===== config.mk =====
export PLATFORM = sky130hd
export DESIGN_NAME = smsu_ctrl
export DESIGN_NICKNAME = d
export VERILOG_FILES = /design/src/rtl/core/smsu_pkg.sv /design/src/rtl/core/smsu_ctrl.sv
export SDC_FILE = /design/constraint.sdc
export NUM_CORES = 1
export LEC_CHECK = 0
export BUFFER_PORTS_ARGS = -buffer_cell sky130_fd_sc_hd__buf_2
export CORE_ASPECT_RATIO = 1.5
export CORE_MARGIN = 1.5
export CORE_UTILIZATION = 54
export CTS_CLUSTER_SIZE = 25
export DETAILED_ROUTE_END_ITERATION = 12
export PLACE_DENSITY = 0.75
export SLEW_MARGIN = 5
export SYNTH_ARGS = -nofsm -noshare
export SYNTH_HDL_FRONTEND = slang
export SYNTH_SLANG_ARGS = --single-unit

===== constraint.sdc =====
create_clock -name clk -period 2.59 [get_ports clk]
set_input_delay 0.259 -clock clk [delete_from_list [all_inputs] [get_ports clk]]
set_output_delay 0.259 -clock clk [all_outputs]
set_load 0.05 [all_outputs]

===== src/rtl/core/smsu_pkg.sv =====
`default_nettype none
package smsu_pkg;

	localparam int COORD_W = 32;
	localparam int LINE_W  = 8;
	localparam int SEG_W   = 12;
	localparam int SCORE_W = 17;
	localparam int TOL_W   = 31;
	localparam int DMAX_W  = 32;
	localparam int CFG_W   = 32;
	localparam int CIDX_W  = 2;
	localparam int MAG_W   = 36;
	localparam int ANG_W   = 31;

	localparam logic [CIDX_W-1:0] CFG_TOL  = 2'd0;
	localparam logic [CIDX_W-1:0] CFG_MTOL = 2'd1;
	localparam logic [CIDX_W-1:0] CFG_DMAX = 2'd2;

	localparam logic [ANG_W-1:0]   PIH_Q30      = 31'd1686629713;
	localparam logic [31:0]        INVK_Q30     = 32'd652032874;
	localparam logic [19:0]        RECIP3       = 20'd699051;
	localparam int                 RECIP3_SHIFT = 21;
	localparam logic [SCORE_W-1:0] MTOL_RESET   = 17'd45875;

	typedef enum logic [2:0] {
		JOB_MID,
		JOB_ANG,
		JOB_L1,
		JOB_L2,
		JOB_D1,
		JOB_D2
	} cjob_t;

	typedef enum logic [1:0] {
		DJOB_LEN,
		DJOB_ANG,
		DJOB_DST
	} djob_t;

	typedef enum logic [1:0] {
		MUL_PX_QX,
		MUL_PY_QY,
		MUL_PX_QY,
		MUL_PY_QX
	} msel_t;

	typedef struct packed {
		logic  load;
		logic  norm_step;
		logic  mul_en;
		msel_t mul_sel;
		logic  acc_load;
		logic  dot_load;
		logic  crs_load;
		logic  cordic_start;
		cjob_t cjob;
		logic  div_start;
		djob_t djob;
		logic  score_mul;
		logic  score_load;
		logic  score_clear;
		logic  update;
		logic  emit;
	} smsu_cmd_t;

	typedef struct packed {
		logic norm_done;
		logic cordic_done;
		logic div_done;
		logic mid_ok;
		logic terms_ok;
		logic last;
		logic out_busy;
	} smsu_status_t;

	function automatic logic [ANG_W-1:0] atan_q30(input logic [4:0] i);
		logic [ANG_W-1:0] a;
		case (i)
			5'd0:    a = 31'd843314857;
			5'd1:    a = 31'd497837829;
			5'd2:    a = 31'd263043837;
			5'd3:    a = 31'd133525159;
			5'd4:    a = 31'd67021687;
			5'd5:    a = 31'd33543516;
			5'd6:    a = 31'd16775851;
			5'd7:    a = 31'd8388437;
			5'd8:    a = 31'd4194283;
			5'd9:    a = 31'd2097149;
			5'd10:   a = 31'd1048576;
			default: a = 31'd1 << (5'd30 - i);
		endcase
		return a;
	endfunction

	function automatic logic [63:0] abs64(input logic signed [63:0] v);
		return v[63] ? 64'(-v) : 64'(v);
	endfunction

endpackage
`default_nettype wire


===== src/rtl/core/smsu_ctrl.sv =====
`default_nettype none
module smsu_ctrl (
	input  wire logic                   clk,
	input  wire logic                   arst_n,
	input  wire logic                   in_valid,
	output logic                        in_ready,
	input  wire smsu_pkg::smsu_status_t st,
	output smsu_pkg::smsu_cmd_t         cmd
);

	typedef enum logic [15:0] {
		S_IDLE   = 16'h0001,
		S_NORM   = 16'h0002,
		S_MUL0   = 16'h0004,
		S_MUL1   = 16'h0008,
		S_MUL2   = 16'h0010,
		S_MUL3   = 16'h0020,
		S_MUL4   = 16'h0040,
		S_CSTART = 16'h0080,
		S_CWAIT  = 16'h0100,
		S_CHECK  = 16'h0200,
		S_DSTART = 16'h0400,
		S_DWAIT  = 16'h0800,
		S_SUM    = 16'h1000,
		S_SCORE  = 16'h2000,
		S_UPDATE = 16'h4000,
		S_EMIT   = 16'h8000
	} state_t;

	state_t          state_q, state_d;
	smsu_pkg::cjob_t cjob_q, cjob_d;
	smsu_pkg::djob_t djob_q, djob_d;

	always_comb begin
		state_d  = state_q;
		cjob_d   = cjob_q;
		djob_d   = djob_q;
		cmd      = '0;
		cmd.cjob = cjob_q;
		cmd.djob = djob_q;
		in_ready = 1'b0;
		unique case (state_q)
			S_IDLE: begin
				in_ready = 1'b1;
				if (in_valid) begin
					cmd.load = 1'b1;
					state_d  = S_NORM;
				end
			end
			S_NORM: begin
				if (st.norm_done) begin
					state_d = S_MUL0;
				end else begin
					cmd.norm_step = 1'b1;
				end
			end
			S_MUL0: begin
				cmd.mul_en  = 1'b1;
				cmd.mul_sel = smsu_pkg::MUL_PX_QX;
				state_d     = S_MUL1;
			end
			S_MUL1: begin
				cmd.mul_en   = 1'b1;
				cmd.mul_sel  = smsu_pkg::MUL_PY_QY;
				cmd.acc_load = 1'b1;
				state_d      = S_MUL2;
			end
			S_MUL2: begin
				cmd.mul_en   = 1'b1;
				cmd.mul_sel  = smsu_pkg::MUL_PX_QY;
				cmd.dot_load = 1'b1;
				state_d      = S_MUL3;
			end
			S_MUL3: begin
				cmd.mul_en   = 1'b1;
				cmd.mul_sel  = smsu_pkg::MUL_PY_QX;
				cmd.acc_load = 1'b1;
				state_d      = S_MUL4;
			end
			S_MUL4: begin
				cmd.crs_load = 1'b1;
				cjob_d       = smsu_pkg::JOB_MID;
				state_d      = S_CSTART;
			end
			S_CSTART: begin
				cmd.cordic_start = 1'b1;
				state_d          = S_CWAIT;
			end
			S_CWAIT: begin
				if (st.cordic_done) begin
					if (cjob_q == smsu_pkg::JOB_MID) begin
						if (st.mid_ok) begin
							cjob_d  = smsu_pkg::JOB_ANG;
							state_d = S_CSTART;
						end else begin
							cmd.score_clear = 1'b1;
							state_d         = S_UPDATE;
						end
					end else if (cjob_q == smsu_pkg::JOB_D2) begin
						state_d = S_CHECK;
					end else begin
						cjob_d  = smsu_pkg::cjob_t'(cjob_q + 3'd1);
						state_d = S_CSTART;
					end
				end
			end
			S_CHECK: begin
				if (st.terms_ok) begin
					djob_d  = smsu_pkg::DJOB_LEN;
					state_d = S_DSTART;
				end else begin
					cmd.score_clear = 1'b1;
					state_d         = S_UPDATE;
				end
			end
			S_DSTART: begin
				cmd.div_start = 1'b1;
				state_d       = S_DWAIT;
			end
			S_DWAIT: begin
				if (st.div_done) begin
					if (djob_q == smsu_pkg::DJOB_DST) begin
						state_d = S_SUM;
					end else begin
						djob_d  = smsu_pkg::djob_t'(djob_q + 2'd1);
						state_d = S_DSTART;
					end
				end
			end
			S_SUM: begin
				cmd.score_mul = 1'b1;
				state_d       = S_SCORE;
			end
			S_SCORE: begin
				cmd.score_load = 1'b1;
				state_d        = S_UPDATE;
			end
			S_UPDATE: begin
				cmd.update = 1'b1;
				state_d    = st.last ? S_EMIT : S_IDLE;
			end
			S_EMIT: begin
				if (!st.out_busy) begin
					cmd.emit = 1'b1;
					state_d  = S_IDLE;
				end
			end
			default: state_d = S_IDLE;
		endcase
	end

	always_ff @(posedge clk or negedge arst_n) begin
		if (!arst_n) begin
			state_q <= S_IDLE;
			cjob_q  <= smsu_pkg::JOB_MID;
			djob_q  <= smsu_pkg::DJOB_LEN;
		end else begin
			state_q <= state_d;
			cjob_q  <= cjob_d;
			djob_q  <= djob_d;
		end
	end

endmodule
`default_nettype wire


==> results.py <==
metrics = {
    "floorplan": {
        "die_width_um": 46.1,
        "rows": 23,
        "start_util_pct": 56.3,
        "die_area_sq_mm": 0.00312,
        "io_pins": 31,
        "core_sq_mm": 0.00268,
        "die_h_um": 67.7,
    },
    "sta": {
        "slew_viol_final": 0,
        "final.setup_skew_ps": 1.16,
        "worstMarginPinSlew_ps": 490,
        "setup-tns-final_ps": 0,
        "hold_violations": 0,
        "finalCritPeriodShare_pct": 97.4,
        "slew_headroom_pct": 67.3,
        "setup_ws_ps": 66.1,
        "final.min_clock_period_ps": 2520,
        "finalSetupViolations": 0,
        "fmax_ghz": 0.396,
    },
    "hold_path": {
        "min_from": "st[5]",
        "worstHoldPathType": "input pin to flip-flop",
        "whs_path_depth": 2,
    },
    "synth": {
        "synth-edff-count": 0,
        "yosysUniqueCellTypes": 52,
        "synth_warnings": 0,
        "synth.yosys.seq_area_share_pct": 34.9,
        "ys_ff_latch": 21,
        "synth_area_sq_mm": 0.00151,
        "netlist_instances": 171,
        "ys.flop_type": "dfrtp_1",
        "syn-num-nets": 185,
        "async_reset_ff_share_pct": 100,
        "synth.avg_cell_area_sq_um": 8.82,
    },
    "global_routing": {
        "grt_pass1_vias": 1471,
        "overflow": 0,
        "grt_max_degree": 22,
        "antenna_found_initial": 0,
        "grt_usage_pct": 28.6,
        "grt_pass1_wl_um": 6580,
    },
    "placed_design": {
        "placedCellCount": 238,
        "pre_cts_ws_ps": 151,
        "portBuffers": 30,
        "dpl.hpwl_um": 3010,
        "gpl.final_weighted_congestion": 0.910,
    },
    "power_and_ir_drop": {
        "power.total_uw": 1280,
        "clock_power_share_pct": 17.0,
        "leakage_uw": 0.000930,
        "p_sw_share_pct": 44.3,
        "power.density_mw_per_mm2": 672,
        "p_seq_share_pct": 32.4,
        "combPwrFrac_pct": 50.6,
        "p_switching_uw": 567,
        "p_int_uw": 712,
        "ir_drop_mv": 0.718,
    },
    "worst_setup_path": {
        "cpMostUsedCell": "or4_4",
        "critPathBufInv": 2,
        "crit_start": "state_q[1]",
        "worstPathRequired_ps": 2330,
        "crit_fanout": 4,
        "cpPeakStageDelay_ps": 590,
        "cp_num_cells": 6,
        "cp_data_arrival_time_ps": 2260,
        "path_class": "flip-flop to primary output",
        "crit_chain": "or4_4, nor2_2, nand2_1, or4_4, inv_1, buf_4",
        "end_kind": "primary output",
        "crit_path_start_kind": "flip-flop",
        "crit_slowest_cell": "or4_4",
        "reg2reg_from": "state_q[12]",
        "cp_top_family": "simple AND/OR/NAND/NOR gates",
        "reg2regPathDepth": 4,
    },
    "layout": {
        "postLayoutCoreUtil_pct": 71.1,
        "final_cell_mix": "28 x buf_2, 19 x dfrtp_1, 18 x nor2_1",
        "drive_above_1_share_pct": 35.0,
        "diodes": 0,
        "nFillCells": 229,
        "fin_cells": 243,
        "nNetsFinal": 221,
        "layout_commonest_cell": "buf_2",
        "area_growth_pct": 26.1,
    },
    "clock_tree": {
        "cts_buffers": 3,
        "cts_sinks": 21,
        "htree_levels": 1,
        "postCtsSetupBuffers": 0,
        "cts-root-buf": "clkbuf_8",
        "clock_latency_ps": 260,
        "clk_pin_slew_worst_paths_ps": 80,
        "cts_tree": "done",
        "clk_path_buf_depth": 2,
    },
    "job": {
        "drv_cap": 0,
    },
    "detailed_routing": {
        "drtIter0Drc": 55,
        "wl_um": 4020,
        "post_drt_via_cell_ratio": 6.22,
        "dr.pass1.iters": 4,
        "drc": 0,
        "wl_per_cell_um": 16.5,
        "antenna_left": 0,
        "vias": 1512,
    },
    "outcome": {
        "status": "finished, final reports clean",
    },
}
==> layout make-up <==
| cell class | count | area (sq um) | share of cell area, % |
|---|---|---|---|
| clock buffers | 3 | 41.3 | 2.17 |
| flip-flops and latches | 21 | 528 | 27.8 |
| inverters | 9 | 33.8 | 1.78 |
| multi-input cells | 131 | 1010 | 53.0 |
| repair buffers | 41 | 240 | 12.6 |
| clock inverters | 1 | 5.00 | 0.263 |
| well taps | 37 | 46.3 | 2.43 |
==> worst register-to-register path, stage by stage, from the launching register on <==
cell,delay (ps)
dfrtp_1,480
or4_4,610
or4_1,640
or4b_1,530
o2bb2ai_1,160
==> Yosys cell counts (3+ instances only) <==
master / n / area, sq um
nor4b_1: 3 / 26.3
nor2_1: 19 / 71.3
nor4_1: 9 / 56.3
xor2_1: 4 / 35.0
nor3_1: 9 / 45.0
or2_2: 3 / 18.8
ha_1: 4 / 50.1
or4_1: 4 / 30.0
a21oi_1: 3 / 15.0
inv_1: 9 / 33.8
nand2b_1: 5 / 31.3
nand2_1: 7 / 26.3
buf_2: 5 / 25.0
dfrtp_1: 20 / 500
nor4bb_1: 4 / 40.0
clkbuf_1: 3 / 11.3
nand3_1: 5 / 25.0
o21ai_0: 7 / 35.0
==> cell families after synthesis <==
family	Yosys count	synth area share, %
xor gates and xnor gates	5	2.90
buffers and inverters	19	5.73
muxes	2	1.49
DFF	21	34.9
AOI/OAI and AO/OA	27	12.8
and+or+nand+nor	93	38.8
adders and majority gates	4	3.32
==> layer usage <==
metal  vias to the layer above  share of wire (%)  track usage [%]
li1                        707                  -                -
met4                         0                3.6             11.8
met3                        16                4.7             3.21
met5                         -                  0                0
met2                        66                 54             51.6
met1                       723                 38             32.5
==> through the flow <==
step | area (sq um) | hold WS (ps)
floorplan | 1580 | -36.6
global placement | 1800 | 239
detailed placement | 1800 | 245
CTS | 1870 | 237
global route | 1900 | 248
finish | 1900 | 234
==> state kept, by name, indices dropped and copies added, names as in the netlist <==
signal and cells:
djob_q 2, cjob_q 3, state_q 16
==> worst paths after layout <==
path,endpoint,slack (ps)
worst max-delay path,cmd[3],70
worst min-delay path,state_q[8],230
worst max register to register,cjob_q[2],100
worst min register to register,djob_q[1],540
max in group asynchronous,state_q[2],1750
min in group asynchronous,state_q[6],480
==> what timing repair did <==
action	CTS	global route
pin swaps	0	1
endpoints found under the setup margin	4	6
gates resized for setup	2	7
hold buffers	1	0
cloned	0	0
endpoints found under the hold margin	20	0
==> power groups by stage <==
stage | sequential, uW | clock [uW] | combinational, uW
after global routing | 419 | 235 | 689
final | 415 | 217 | 647
after detailed placement | 409 | 0 | 614
after floorplan | 390 | 0 | 450
after global placement | 406 | 0 | 607
after CTS | 402 | 219 | 623
(Power assumes the default switching activity.)
